## config.mk

```make
export PLATFORM = sky130hd
export DESIGN_NAME = clq_div
export DESIGN_NICKNAME = d
export VERILOG_FILES = /design/src/rtl/clq_pkg.sv /design/src/rtl/clq_div.sv
export SDC_FILE = /design/constraint.sdc
export NUM_CORES = 1
export LEC_CHECK = 0
export BUFFER_PORTS_ARGS = -buffer_cell sky130_fd_sc_hd__buf_2
export CAP_MARGIN = 20
export CORE_MARGIN = 2
export CORE_UTILIZATION = 43
export CTS_CLUSTER_SIZE = 16
export DETAILED_ROUTE_END_ITERATION = 6
export PLACE_DENSITY = 0.69
export SYNTH_ARGS = -nofsm -noshare
export SYNTH_HDL_FRONTEND = slang
export SYNTH_SLANG_ARGS = --single-unit
```

## constraint.sdc

```tcl
create_clock -name clk -period 2.67 [get_ports clk]
set_clock_uncertainty 0.05 [all_clocks]
set_input_delay 0.4005 -clock clk [delete_from_list [all_inputs] [get_ports clk]]
set_output_delay 0.4005 -clock clk [all_outputs]
set_load 0.01 [all_outputs]
```

## src/rtl/clq_pkg.sv

```systemverilog
`timescale 1ns / 1ps
package clq_pkg;

	localparam int COORD_BITS     = 24;
	localparam int CELLS_PER_AXIS = 32;
	localparam int CELL_BITS      = $clog2(CELLS_PER_AXIS);
	localparam int CIDX_BITS      = 3 * CELL_BITS;
	localparam int CELL_COUNT     = CELLS_PER_AXIS * CELLS_PER_AXIS * CELLS_PER_AXIS;
	localparam int MAX_PARTICLES  = 4096;
	localparam int PID_BITS       = $clog2(MAX_PARTICLES);
	localparam int PTR_BITS       = PID_BITS + 1;
	localparam int MAX_HITS       = 64;
	localparam int CNT_BITS       = 7;
	localparam int VAL_BITS       = COORD_BITS + 3;
	localparam int SQ_BITS        = 2 * COORD_BITS;
	localparam int SUM_BITS       = SQ_BITS + 2;
	localparam int DCNT_BITS      = $clog2(CELL_BITS + 1);
	localparam int CMDQ_DEPTH     = 2;
	localparam int RESQ_DEPTH     = 4;

	localparam logic [1:0] OP_LOAD  = 2'd0;
	localparam logic [1:0] OP_BUILD = 2'd1;
	localparam logic [1:0] OP_QUERY = 2'd2;

	localparam logic [1:0] ST_OK     = 2'd0;
	localparam logic [1:0] ST_FULL   = 2'd1;
	localparam logic [1:0] ST_NOGRID = 2'd2;

	localparam logic [PTR_BITS-1:0] EMPTY_MARK = PTR_BITS'(MAX_PARTICLES);

	typedef enum logic [1:0] {
		K_LOAD  = 2'd0,
		K_BUILD = 2'd1,
		K_QUERY = 2'd2,
		K_NOP   = 2'd3
	} kind_t;

	typedef struct packed {
		kind_t                       kind;
		logic [PID_BITS-1:0]         pid;
		logic [2:0][COORD_BITS-1:0]  pos;
		logic [COORD_BITS-1:0]       rad;
		logic [SQ_BITS-1:0]          r2;
	} cmd_t;

	typedef struct packed {
		logic [PID_BITS-1:0] hit_id;
		logic                is_match;
		logic                last;
		logic [CNT_BITS-1:0] count;
		logic                ovf;
		logic [1:0]          status;
	} res_t;

	typedef struct packed {
		logic                        start;
		logic [2:0][VAL_BITS-1:0]    v;
		logic [2:0][COORD_BITS-1:0]  range;
	} div_req_t;

	typedef struct packed {
		logic                        done;
		logic [2:0][CELL_BITS-1:0]   cidx;
		logic [2:0]                  neg;
		logic [2:0]                  over;
	} div_rsp_t;

endpackage

```

## src/rtl/clq_div.sv

```systemverilog
`timescale 1ns / 1ps
module clq_div (
	input  logic               clk,
	input  logic               arst_n,
	input  clq_pkg::div_req_t  req,
	output clq_pkg::div_rsp_t  rsp
);
	import clq_pkg::*;

	logic                   busy_q, done_q;
	logic [DCNT_BITS-1:0]   cnt_q;
	logic [COORD_BITS-1:0]  rem_q [3];
	logic [COORD_BITS-1:0]  rng_q [3];
	logic [CELL_BITS-1:0]   quo_q [3];
	logic [2:0]             neg_q, over_q, zero_q;
	logic [COORD_BITS:0]    rem2 [3];
	logic [COORD_BITS:0]    nrem [3];
	logic [2:0]             ge;
	logic [2:0]             s_neg, s_over;

	always_comb begin
		rsp.done = done_q;
		for (int a = 0; a < 3; a++) begin
			rem2[a]   = {rem_q[a], 1'b0};
			ge[a]     = (rem2[a] >= {1'b0, rng_q[a]});
			nrem[a]   = ge[a] ? (rem2[a] - {1'b0, rng_q[a]}) : rem2[a];
			s_neg[a]  = req.v[a][VAL_BITS-1];
			s_over[a] = !s_neg[a] && (req.v[a] >= VAL_BITS'(req.range[a]));
			rsp.cidx[a] = zero_q[a] ? '0 : quo_q[a];
			rsp.neg[a]  = !zero_q[a] && neg_q[a];
			rsp.over[a] = !zero_q[a] && over_q[a];
		end
	end

	always_ff @(posedge clk) begin
		for (int a = 0; a < 3; a++) begin
			if (req.start) begin
				rng_q[a]  <= req.range[a];
				zero_q[a] <= (req.range[a] == '0);
				neg_q[a]  <= s_neg[a];
				over_q[a] <= s_over[a];
				rem_q[a]  <= (s_neg[a] || s_over[a]) ? '0 : req.v[a][COORD_BITS-1:0];
				quo_q[a]  <= '0;
			end else if (busy_q) begin
				rem_q[a] <= nrem[a][COORD_BITS-1:0];
				quo_q[a] <= {quo_q[a][CELL_BITS-2:0], ge[a]};
			end
		end
	end

	always_ff @(posedge clk or negedge arst_n) begin
		if (!arst_n) begin
			busy_q <= 1'b0;
			done_q <= 1'b0;
			cnt_q  <= '0;
		end else begin
			done_q <= busy_q && (cnt_q == DCNT_BITS'(1));
			if (req.start) begin
				busy_q <= 1'b1;
				cnt_q  <= DCNT_BITS'(CELL_BITS);
			end else if (busy_q) begin
				cnt_q <= cnt_q - DCNT_BITS'(1);
				if (cnt_q == DCNT_BITS'(1)) begin
					busy_q <= 1'b0;
				end
			end
		end
	end

endmodule

```

### Word-level counts from Yosys, hierarchy flattened

Memory sizes are Yosys's and may differ from the RTL's.
Index checks and enable logic that the tools add are counted.
Widths: inputs -> output; s select.

* magnitude comparators: 6
* add/subtract/negate cells: 4
* bitwise logic cells: 6
* reductions and logical operators: 23
* muxes and demuxes: 25
* equal/unequal tests: 1

Operator list (number)
* $mux 24: 9
* $ge 27x24->1: 3
* $ge 25x24->1: 3
* $logic_not 24->1: 3
* $sub 24x24->24: 3
* $mux 5: 6
* $logic_and 1x1->1: 10
* $mux 1: 8
* $logic_not 1->1: 6
* $mux 3: 2
* $or 1x1->1: 6
* $eq 3x1->1 const B: 1
* $logic_or 1x1->1: 3
* $sub 3x1->3 const B: 1
* $reduce_bool 2->1: 1

* memory bits (writable): 159
* word-level logic and storage cells: 74
* memories kept: 3
* output and inout port bits: 22
* input port bits: 156
* register bits after elaboration: 14

Memory list
* rem_q: depth 3, bits a word 24, read ports 3, clocked after Yosys merged registers in 0, wr ports 3, RTL line clq_div.sv:12 `logic [COORD_BITS-1:0] rem_q [3];`
* rng_q: depth 3, bits a word 24, read ports 3, clocked after Yosys merged registers in 0, wr ports 3, RTL line clq_div.sv:13 `logic [COORD_BITS-1:0] rng_q [3];`
* quo_q: depth 3, bits a word 5, read ports 3, clocked after Yosys merged registers in 0, wr ports 3, RTL line clq_div.sv:14 `logic [CELL_BITS-1:0] quo_q [3];`

### Longest topological paths before layout

Gate-level depths: netlist (run 1).

* depth in word-level cells: 5
* mapped depth: 13
* mapped depth without buffers: 12

### Worst setup path after synthesis (run 1)

OpenSTA, ideal clock, no wires.

* kind: register to register
* from: mem rem_q[1][3]
* to: mem rem_q[1][14], data pin
* data arrival time: 2517 ps
* setup time: 261 ps
* path slack: -158 ps
* stages on the path, launching flop included: 12
* buffers on the path: 2
* period minus slack after synthesis: 2828 ps
* data required time: 2359 ps
* path through: edfxtp_1 ha_1 a21o_1 or3_1 o21ai_2 nand3b_1 a21oi_2 o21ai_2 o21a_1 buf_6 buf_6 a311o_1

RTL lines (RTL line)
* from (decl): clq_div.sv:12

==> summary.md, run 1 <==
| Metric | Value |
|---|---|
| Area growth, synth to finish | 41.4% |
| Hold path depth | 1 |
| Via density | 5.50 |
| Worst path bufs/invs | 2 |
| Reg2Reg Setup Slack | -0.31 ns |
| Initial Utilization | 43.4% |
| Synth Flop Type | edfxtp_1 |
| Critical Path Sink Type | flip-flop |
| Mapped Area | 0.0128 sq mm |
| Sequential area share after synthesis | 40.4% |
| Share of synthesized registers carrying an async set or reset | 2.89% |
| Residual DRC | 0 |
| Failing checks | setup timing |
| Post-synthesis cell type count | 72 |
| Layout cells sized above 1 | 36.6% |
| GRT Overall Usage | 25.0% |
| Total power | 16.0 mW |
| I/O pins | 178 |
| Fmax | 0.335 GHz |
| R2R depth | 12 |
| Critical path required time | 2.80 ns |
| Vias in the first global route | 12100 |
| Initial DRT Pass Iterations | 5 |
| Slowest Stage Delay on Critical Path | 0.46 ns |
| Htree depth | 4 |
| Hold Path Class | in2reg |
| Number of nets still failing antenna checks after routing | 0 |
| Number of synthesized register bits | 173 |
| Die height | 176 microns |
| Die area | 0.0311 sq mm |
| Hold slack final | 0.114 ns |
| Total grt overflow | 0 |
| Startpoint Class | flip-flop |
| R2R Path Start | rem_q[2][7]$_DFFE_PP_ |
| Hold Startpoint | req[18] |
| Worst reg2reg endpoint | rem_q[2][19]$_DFFE_PP_ |
| Max Root-Sink Buffers | 2 |
| Setup TNS | -9.67 ns |
| Final Critical Period | 2.98 ns |
| CP arrival | 3.11 ns |
| Syn Inst Count | 1321 |
| Clock Tree Root | clkbuf_16 |
| CTS tree | done |
| Worst-skew pair later-pin latency | 0.45 ns |
| # Max-Cap Violations | 0 |
| Die Width | 176 microns |
| Drt initial violations | 1048 |
| Number of synthesized flops with an enable pin | 168 |
| Avg Cell Area, Syn | 9.68 sq um |
| # setup viols final | 71 |
| Critical path type | reg2reg |
| GPL Wtd Cong | 0.898 |
| Post-DP HPWL | 28900 microns |
| Least-Margin Pin Slew | 0.818 ns |
| Placed cells | 2106 |
| Nets@finish | 2098 |
| Core ar. | 0.0295 sq mm |
| Cell Count, Final, Fillers Out | 2197 |
| Clock slew at reported path FFs | 0.08 ns |
| WL/cell | 18.4 microns |
| Leakage Power | 8.57 nW |
| Pin count of the biggest net entering global routing | 48 |
| Outcome | finished with violations |
| Initial antenna violation count | 1 |
| Slew Limit Fails | 0 |
| Mapped Nets | 1626 |
| I/O Buffers | 177 |
| CTS buffer count | 17 |
| RSZ-0062 raised after global routing | yes |
| Tcrit/Tclk final | 112% |
| Std cell rows | 63 |
| First-pass GRT wire length | 61500 microns |
| Top delay family on crit path | compound AO/OA/AOI/OAI gates |
| Slowest CP cell | edfxtp_1 |
| Min-Delay Endpoint | rng_q[0][18]$_DFFE_PP_ |
| Setup WS post-layout | -0.314 ns |
| Cell Chain, Critical Path | ha_4, nand4_1, nor2_1, a21boi_4, buf_4, buf_6, o21ai_4, o21ai_2, a211oi_2, o31ai_2, xor2_1, a221o_1 |
| Synth warn | 0 |
| Crit-path max FO | 4 |
| Sinks on Clock Net | 173 |
| Via count | 12100 |
| VDD IR max | 0.000474 V |
| Worst slew margin | 44.9% |
| Final WL | 40500 microns |
| PwrDens | 884 mW/mm^2 |
| Final hold vios | 0 |
[power by group]
part / switching [mW] / internal (mW) / total (mW)
Clock: 1.16 / 1.60 / 2.76
Combinational: 4.43 / 4.56 / 8.99
Sequential: 0.437 / 3.79 / 4.23
[per-layer routing]
layer	vias up	GRT usage, %	wire, microns
li1	5751	-	-
met1	5834	31.8	17100
met2	426	44.5	20400
met3	70	3.12	1950
met4	0	7.64	1020
met5	-	0	0
[how the worst max path moves through the flow]
| stage | start | endpoint | slack [ns] | cells after the start |
|---|---|---|---|---|
| 2_1_floorplan | rem_q[1][3]$_DFFE_PP_ | rem_q[1][14]$_DFFE_PP_ | -0.05 | 11 |
| 3_3_place_gp | req[99] | rem_q[1][6]$_DFFE_PP_ | -0.39 | 12 |
| 3_5_place_dp | req[53] | rem_q[2][11]$_DFFE_PP_ | -0.46 | 13 |
| 4_1_cts | rng_q[0][49]$_DFFE_PP_ | rem_q[2][22]$_DFFE_PP_ | -0.18 | 11 |
| 5_1_grt | rem_q[0][9]$_DFFE_PP_ | rem_q[0][22]$_DFFE_PP_ | -0.35 | 11 |
| 6_report | rem_q[2][7]$_DFFE_PP_ | rem_q[2][19]$_DFFE_PP_ | -0.31 | 12 |
[cell type report]
type	instances	area, sq um
antenna	1	2.50
clock buffer	20	447
clock inverter	12	183
fill	2418	11400
inverter	165	622
multi-input combinational	951	7750
sequential	173	5170
tap	390	488
timing repair buffer	485	3430
[cell families (layout without fill, tap and decap cells)]
logic type	after synthesis	in the layout	share of synthesized area (%)
muxes	40	40	3.14
xor gates and xnor gates	59	59	4.04
AOI/OAI and AO/OA	332	332	16.9
and+or+nand+nor	371	371	14.7
adders and majority gates	149	149	14.8
DFF	173	173	40.4
buffers and inverters	197	682	6.07
other	0	1	0
[metrics by stage]
stage | util, % | area [sq um] | setup slack [ns]
4_1_cts | 59.1 | 17400 | -0.175
3_5_place_dp | 54.6 | 16100 | -0.465
3_3_place_gp | 54.6 | 16100 | -0.387
6_report | 61.3 | 18100 | -0.314
2_1_floorplan | - | 12900 | -0.0473
5_1_grt | 61.3 | 18100 | -0.350
[what timing repair did]
action,CTS,global route
endpoints found under the setup margin,70,74
cloned,1,4
gates resized for setup,104,87
endpoints found under the hold margin,5,0
hold buffers,1,0
setup buffers,30,26
pin swaps,63,37
[cell usage after synthesis (10+ instances only)]
cell | instances | share of area (%)
a211oi_1 | 10 | 0.59
a21o_1 | 39 | 2.3
a21oi_1 | 88 | 3.4
a221o_1 | 14 | 1.1
and2_1 | 24 | 1.2
and3_1 | 13 | 0.64
clkbuf_1 | 21 | 0.62
edfxtp_1 | 168 | 39
ha_1 | 146 | 14
inv_1 | 164 | 4.8
mux2i_1 | 39 | 3.1
nand2_1 | 112 | 3.3
nand2b_1 | 20 | 0.98
nand3_1 | 26 | 1.0
nand4_1 | 22 | 1.1
nor2_1 | 62 | 1.8
nor2b_1 | 33 | 1.6
nor3_1 | 12 | 0.47
nor4_1 | 23 | 1.1
o211ai_1 | 15 | 0.88
o21a_1 | 12 | 0.70
o21ai_0 | 52 | 2.0
o21ai_1 | 37 | 1.4
xnor2_1 | 34 | 2.3
xor2_1 | 25 | 1.7
[flip-flops by register name, summed over array words and instances, names as in the netlist]
name and cells:
rng_q 72, busy_q 1, done_q 1, over_q 3, zero_q 3, neg_q 3
cnt_q 3, rem_q 72, quo_q 15
[worst register-to-register path, stage by stage (launching register included)]
cell and delay, ns:
edfxtp_1 0.46, ha_4 0.33, nand4_1 0.19, nor2_1 0.20, a21boi_4 0.21, buf_4 0.13
buf_6 0.09, o21ai_4 0.05, o21ai_2 0.20, a211oi_2 0.13, o31ai_2 0.28, xor2_1 0.12
a221o_1 0.29
[layout by cell type, fill, tap and decap left out, types with 12 or more instances in the layout]
cell type	instances
xnor2_1	32
ha_1	123
o21ai_1	46
xor2_1	24
clkbuf_16	19
o211ai_1	15
edfxtp_1	168
nand4_1	22
buf_4	282
and2_1	21
and3_1	13
buf_6	13
ha_4	19
mux2i_1	31
buf_2	176
nor2_1	57
nand3_1	26
a21oi_1	69
a221o_1	14
inv_1	152
o21ai_0	34
inv_2	12
nand2_1	106
nand2b_1	18
nor2b_1	30
nor4_1	19
a21oi_2	16
a21o_1	39
Power figures use the tool's default switching activity.
==> run 2, diff against run 1 <==
--- a/config.mk
+++ b/config.mk
@@ -5,6 +5,7 @@
 export SDC_FILE = /design/constraint.sdc
 export NUM_CORES = 1
 export LEC_CHECK = 0
+export ABC_CLOCK_PERIOD_IN_PS = 2670
 export BUFFER_PORTS_ARGS = -buffer_cell sky130_fd_sc_hd__buf_2
 export CAP_MARGIN = 20
 export CORE_MARGIN = 2
@@ -12,6 +13,7 @@
 export CTS_CLUSTER_SIZE = 16
 export DETAILED_ROUTE_END_ITERATION = 6
 export PLACE_DENSITY = 0.69
+export RECOVER_POWER = 25
 export SYNTH_ARGS = -nofsm -noshare
 export SYNTH_HDL_FRONTEND = slang
 export SYNTH_SLANG_ARGS = --single-unit
==> run 2 against run 1 <==
  * The flow still finishes with violations (setup timing)
  * Worst hold slack gained 0.039 ns
  * Power down 0.15%
  * Critical path depth is the same
  * Count of clock-buffer cells in the layout unchanged
  * Global-route usage did not move
  * First-iteration DRC count down 1.3%
  * Critical endpoint unchanged
  * Highest routed layer unchanged
==> summary.md, run 2 (same netlist as run 1, synthesis figures left out) <==
| Metric | Value |
|---|---|
| Outcome | finished with violations |
| Failing checks | setup timing |
| Startpoint Class | flip-flop |
| Setup WS post-layout | -0.298 ns |
| WL/cell | 18.4 microns |
| Number of nets still failing antenna checks after routing | 0 |
| Fill count | 2461 |
| Hold slack final | 0.153 ns |
| Part of the power in registers | 26.5% |
| Most frequent cells in the layout | buf_4, edfxtp_1, inv_1 |
| Vias in the first global route | 12100 |
| Hold Startpoint | req[17] |
| Placed inst area | 0.0161 sq mm |
| Final core occ | 61.0% |
| Post-route cell area | 0.0180 sq mm |
| Die Width | 176 microns |
| Commonest non-fill, non-tap cell in the layout | buf_4 |
| Cell Count, Final, Fillers Out | 2197 |
| Clock Tree Root | clkbuf_16 |
| CP arrival | 3.10 ns |
| Least-Margin Pin Slew | 0.829 ns |
| Worst slew margin | 44.2% |
| Worst-skew pair later-pin latency | 0.45 ns |
| Total power | 16.0 mW |
| Nets@finish | 2098 |
| GRT Overall Usage | 25.0% |
| Crit-path max FO | 4 |
| Total grt overflow | 0 |
| Hold Path Class | in2reg |
| Initial Utilization | 43.4% |
| Layout cells sized above 1 | 33.9% |
| Clock slew at reported path FFs | 0.07 ns |
| Slowest Stage Delay on Critical Path | 0.46 ns |
| # Max-Cap Violations | 0 |
| Initial antenna violation count | 1 |
| Die height | 176 microns |
| Net Sw Frac | 37.7% |
| Tcrit/Tclk final | 111% |
| Slowest CP cell | edfxtp_1 |
| R2R Path Start | rem_q[2][7]$_DFFE_PP_ |
| Leakage Power | 8.41 nW |
| Internal cell power | 9.94 mW |
| I/O pins | 178 |
| Initial DRT Pass Iterations | 5 |
| RSZ-0062 raised after global routing | yes |
| Area growth, synth to finish | 40.5% |
| Htree depth | 4 |
| Residual DRC | 0 |
| Net Sw Power | 6.02 mW |
| Area of the multi-input gates | 0.00775 sq mm |
| Reg2Reg Setup Slack | -0.30 ns |
| PwrDens | 888 mW/mm^2 |
| Max Root-Sink Buffers | 2 |
| Via count | 12100 |
| Critical path required time | 2.80 ns |
| Worst slack, placed | -0.465 ns |
| Die area | 0.0311 sq mm |
| Fmax | 0.337 GHz |
| CTS buffer count | 17 |
| Final Critical Period | 2.97 ns |
| VDD IR max | 0.000475 V |
| Placed cells | 2106 |
| Pin count of the biggest net entering global routing | 48 |
| Critical Path Sink Type | flip-flop |
| Regs by FF count | rem_q x72, rng_q x72, quo_q x15 |
| # setup viols final | 71 |
| Post-DP HPWL | 28900 microns |
| Register area | 0.00517 sq mm |
| GPL Wtd Cong | 0.898 |
| I/O Buffers | 177 |
| Std cell rows | 63 |
| Core ar. | 0.0295 sq mm |
| Setup TNS | -9.54 ns |
| Sinks on Clock Net | 173 |
| Via density | 5.50 |
| Critical path type | reg2reg |
| Clock power share | 17.3% |
| Logic pwr share | 56.2% |
| Final hold vios | 0 |
| Cell Chain, Critical Path | ha_4, nand4_1, nor2_1, a21boi_4, buf_4, buf_6, o21ai_4, o21ai_2, a211oi_2, o31ai_2, xor2_1, a221o_1 |
| First-pass GRT wire length | 61500 microns |
| CTS tree | done |
| Drt initial violations | 1034 |
| Slew Limit Fails | 0 |
| Final WL | 40500 microns |
| CP startpoint | rem_q[2][7]$_DFFE_PP_ |
[run 2: critical path, delay by kind of cell, from the launching register on]
kind | cells | cell delay [ns]
xor+xnor | 1 | 0.12
buf+inv | 2 | 0.22
flops | 1 | 0.46
fa+ha+maj | 1 | 0.33
compound gates | 6 | 1.13
simple gates | 2 | 0.38
[run 2: power groups by stage]
stage / clock network (mW) / registers [mW] / logic [mW]
4_1_cts: 2.78 / 4.18 / 7.83
5_1_grt: 2.87 / 4.28 / 9.68
6_report: 2.76 / 4.23 / 8.97
3_3_place_gp: 0 / 4.18 / 6.79
2_1_floorplan: 0 / 4.07 / 4.43
3_5_place_dp: 0 / 4.20 / 6.95
[run 2: final cells by class]
cell class / instances / area share [%]
multi-input combinational: 951 / 43.1
sequential: 173 / 28.8
timing repair buffer: 485 / 18.5
tap: 390 / 2.71
clock inverter: 12 / 1.02
clock buffer: 20 / 2.48
antenna: 1 / 0.0139
inverter: 165 / 3.46
[run 2: final timing paths]
kind	to	depth (start not counted)
worst max-delay path	rem_q[2][19]$_DFFE_PP_	12
worst min-delay path	rng_q[0][17]$_DFFE_PP_	1
worst max register to register	rem_q[2][19]$_DFFE_PP_	12
worst min register to register	quo_q[2][4]$_SDFFCE_PN0P_	1
max in group asynchronous	done_q$_DFF_PN0_	2
min in group asynchronous	cnt_q[2]$_DFFE_PN0P_	2
[run 2: routing by layer]
| layer | track usage, % | up-vias | share of wire [%] |
|---|---|---|---|
| li1 | - | 5747 | - |
| met1 | 31.8 | 5819 | 42 |
| met2 | 44.5 | 431 | 50 |
| met3 | 3.12 | 83 | 5.0 |
| met4 | 7.64 | 0 | 2.6 |
| met5 | 0 | - | 0 |
[run 2: repair_timing]
action / in CTS / in global routing
buffers inserted: 30 / 26
cloned: 1 / 4
endpoints found under the hold margin: 5 / 0
pin swaps: 63 / 37
hold buffers: 1 / 0
resized for setup: 104 / 87
setup endpoints to repair: 70 / 74
==> run 3, diff against run 2 <==
--- a/config.mk
+++ b/config.mk
@@ -5,6 +5,7 @@
 export SDC_FILE = /design/constraint.sdc
 export NUM_CORES = 1
 export LEC_CHECK = 0
+export ABC_AREA = 1
 export ABC_CLOCK_PERIOD_IN_PS = 2670
 export BUFFER_PORTS_ARGS = -buffer_cell sky130_fd_sc_hd__buf_2
 export CAP_MARGIN = 20
@@ -12,7 +13,7 @@
 export CORE_UTILIZATION = 43
 export CTS_CLUSTER_SIZE = 16
 export DETAILED_ROUTE_END_ITERATION = 6
-export PLACE_DENSITY = 0.69
+export PLACE_DENSITY = 0.68
 export RECOVER_POWER = 25
 export SYNTH_ARGS = -nofsm -noshare
 export SYNTH_HDL_FRONTEND = slang
==> run 3 against run 2 <==
  * The flow finishes with violations (capacitance limit, slew limit)
  * Non-clock buffer count decreased by 266
  * Synthesized cell count increased by 66%
  * Cell count increased by 30%
  * Sequential power about the same
  * Cell area decreased by 3.5%
  * Via count increased by 22%
  * First-iteration DRC count increased by 2.8%
  * Die area increased by 19%
  * Routed wire length increased by 11%
  * Worst hold slack got worse by 0.081 ns
  * Combinational power decreased by 11%
  * Sequential share of layout area increased by 1.0 points
==> summary.md, run 3 <==
| Metric | Value |
|---|---|
| Outcome | finished with violations |
| Failing checks | capacitance limit, slew limit |
| Post-route cell area | 0.0173 sq mm |
| Slew Limit Fails | 82 |
| Number of synthesized flops with an enable pin | 168 |
| Diodes inserted | 0 |
| PwrDens | 846 mW/mm^2 |
| Setup TNS | 0 ns |
| # Max-Cap Violations | 1 |
| Max Root-Sink Buffers | 2 |
| Initial DRT Pass Iterations | 6 |
| Crit-path max FO | 12 |
| Drt initial violations | 1063 |
| Share of synthesized registers carrying an async set or reset | 2.89% |
| Placed inst area | 0.0169 sq mm |
| I/O pins | 178 |
| Adder and majority gate portion of the synthesized area | 12.4% |
| Critical Path Sink Type | flip-flop |
| Slowest CP cell | edfxtp_1 |
| Via count | 14700 |
| Main combinational cell family by area after synthesis | simple AND/OR/NAND/NOR gates |
| Residual DRC | 0 |
| Vias in the first global route | 14400 |
| Area growth, synth to finish | 13.8% |
| Htree depth | 4 |
| GPL Wtd Cong | 0.930 |
| CTS tree | done |
| Top cell type by total area after synthesis | edfxtp_1 |
| Count leader, synth | nand2_1 |
| Initial Utilization | 43.9% |
| Mapped Nets | 2495 |
| Setup Buffers After CTS | 0 |
| Clock slew at reported path FFs | 0.08 ns |
| Post-Synth XOR/XNOR Area | 1.67% |
| First-pass GRT wire length | 72200 microns |
| Critical path required time | 2.84 ns |
| Commonest non-fill, non-tap cell in the layout | nand2_1 |
| Worst path bufs/invs | 2 |
| Fmax | 0.401 GHz |
| Die Width | 192 microns |
| Final Critical Period | 2.49 ns |
| Nets@finish | 2688 |
| Avg Cell Area, Syn | 6.96 sq um |
| RSZ-0062 raised after global routing | no |
| Synth Area in Compound Gates | 4.24% |
| Layout cells sized above 1 | 8.72% |
| WL/cell | 15.7 microns |
| Core ar. | 0.0347 sq mm |
| Synth warn | 0 |
| Tcrit/Tclk final | 93.4% |
| Startpoint Class | flip-flop |
| CTS buffer count | 17 |
| Synth Flop Type | edfxtp_1 |
| Final WL | 44900 microns |
| Total grt overflow | 0 |
| Post-DP HPWL | 35100 microns |
| Clock Tree Root | clkbuf_16 |
| Number of synthesized register bits | 173 |
| Cell repeated most along the worst path | nand2_1 |
| Multiplexer share of the synthesized area | 0% |
| CP arrival | 2.66 ns |
| Worst slew margin | -55.7% |
| Top delay family on crit path | simple AND/OR/NAND/NOR gates |
| Die height | 192 microns |
| VDD IR max | 0.000497 V |
| Hold Path Class | in2reg |
| Pin count of the biggest net entering global routing | 83 |
| Most frequent cells in the layout | nand2_1, inv_1, edfxtp_1 |
| Regs by FF count | rem_q x72, rng_q x72, quo_q x15 |
| Std cell rows | 68 |
| Largest cells by area after synthesis | edfxtp_1, nand2_1, ha_1, inv_1, nand4_1 |
| Final hold vios | 0 |
| Top cell type's share of synthesized area | 33.1% |
| Post-synthesis cell type count | 41 |
| Syn Inst Count | 2190 |
| Number of nets still failing antenna checks after routing | 0 |
| I/O Buffers | 177 |
| Worst-skew pair later-pin latency | 0.47 ns |
| Initial antenna violation count | 0 |
| Sequential area share after synthesis | 33.9% |
| GRT Overall Usage | 24.8% |
| Die area | 0.0370 sq mm |
| Leakage Power | 9.33 nW |
| Least-Margin Pin Slew | 2.34 ns |
| Simple-Gate Fraction of Synth Area | 35.0% |
| Via density | 5.15 |
| Cell Chain, Critical Path | ha_1, nand2_1, inv_1, nand2_1, nand2_1, nand2_1, nand2_1, a21oi_4, nand3_4, nand2_4, inv_2, nand2_1, nand2_1 |
| # setup viols final | 0 |
| Mapped Area | 0.0152 sq mm |
| Sinks on Clock Net | 173 |
| Slowest Stage Delay on Critical Path | 0.44 ns |
| Hold slack final | 0.0727 ns |
| Most frequent cells after synthesis | nand2_1, inv_1, edfxtp_1 |
| Fill count | 3556 |
| Critical path type | reg2reg |
[run 3: cell types whose count changed after synthesis, moves of 20 or more]
cell | previous run | this run
a21o_1 | 39 | 2
inv_1 | 164 | 458
mux2i_1 | 39 | 0
nand2_1 | 112 | 694
nand2b_1 | 20 | 0
nand3_1 | 26 | 162
nand4_1 | 22 | 136
nor2_1 | 62 | 147
nor2b_1 | 33 | 0
o21ai_0 | 52 | 29
o21ai_1 | 37 | 0
xor2_1 | 25 | 4
[run 3: timing repair]
| action | in CTS | in global routing |
|---|---|---|
| resized for setup | 0 | 1 |
| endpoints found under the hold margin | 5 | 0 |
| hold buffers | 1 | 0 |
| setup endpoints to repair | 0 | 6 |
[run 3: logic make-up (layout without fill, tap and decap cells)]
logic type | Yosys count | count (layout)
buffers and inverters | 507 | 712
flip-flops | 173 | 173
XOR/XNOR | 29 | 29
adder cells (fa/ha/maj) | 149 | 149
AND/OR/NAND/NOR | 1214 | 1215
AO/OA/AOI/OAI | 118 | 118
[run 3: where the power goes]
| group | internal, mW | switching, mW | leakage, nW |
|---|---|---|---|
| registers | 3.89 | 0.346 | 1.86 |
| clock network | 1.21 | 1.22 | 0.258 |
| logic | 2.83 | 5.18 | 7.22 |
| total | 7.93 | 6.74 | 9.33 |
[run 3: final timing paths]
kind                                        start                endpoint  slack [ns]  depth (start not counted)
max                        rem_q[1][10]$_DFFE_PP_   rem_q[1][0]$_DFFE_PP_        0.18                         13
min                                       req[40]  rng_q[0][40]$_DFFE_PP_        0.07                          1
max reg2reg                rem_q[1][10]$_DFFE_PP_   rem_q[1][0]$_DFFE_PP_        0.18                         13
min reg2reg                  cnt_q[2]$_DFFE_PN0P_    cnt_q[2]$_DFFE_PN0P_        0.45                          1
max in group asynchronous                  arst_n    cnt_q[2]$_DFFE_PN0P_        2.01                          2
min in group asynchronous                  arst_n        done_q$_DFF_PN0_        0.33                          2
[run 3: per-layer routing]
layer | up-vias | GRT usage, % | part of all wire (%)
met3 | 50 | 3.91 | 5.5
met4 | 0 | 6.75 | 1.8
li1 | 7444 | - | -
met2 | 408 | 42.3 | 47
met5 | - | 0 | 0
met1 | 6783 | 32.7 | 45
[run 3: per-stage QoR]
stage | power, mW | setup slack [ns] | std cells | util [%]
2_1_floorplan | 10.1 | 0.0227 | 2190 | -
3_3_place_gp | 12.0 | -0.0490 | 2817 | 48.6
3_5_place_dp | 12.2 | -0.0561 | 2817 | 48.6
4_1_cts | 14.7 | 0.100 | 2850 | 50.2
5_1_grt | 16.0 | 0.0145 | 2851 | 50.0
6_report | 14.7 | 0.177 | 2851 | 50.0
[run 3: layout make-up]
| type | count | area (sq um) | area share, % |
|---|---|---|---|
| clock buffers | 19 | 433 | 2.50 |
| repair buffers | 219 | 1180 | 6.81 |
| multi-input cells | 1511 | 8150 | 47.0 |
| inverters | 461 | 1730 | 9.98 |
| clock inverters | 13 | 109 | 0.627 |
| well taps | 455 | 569 | 3.28 |
| flip-flops and latches | 173 | 5170 | 29.8 |
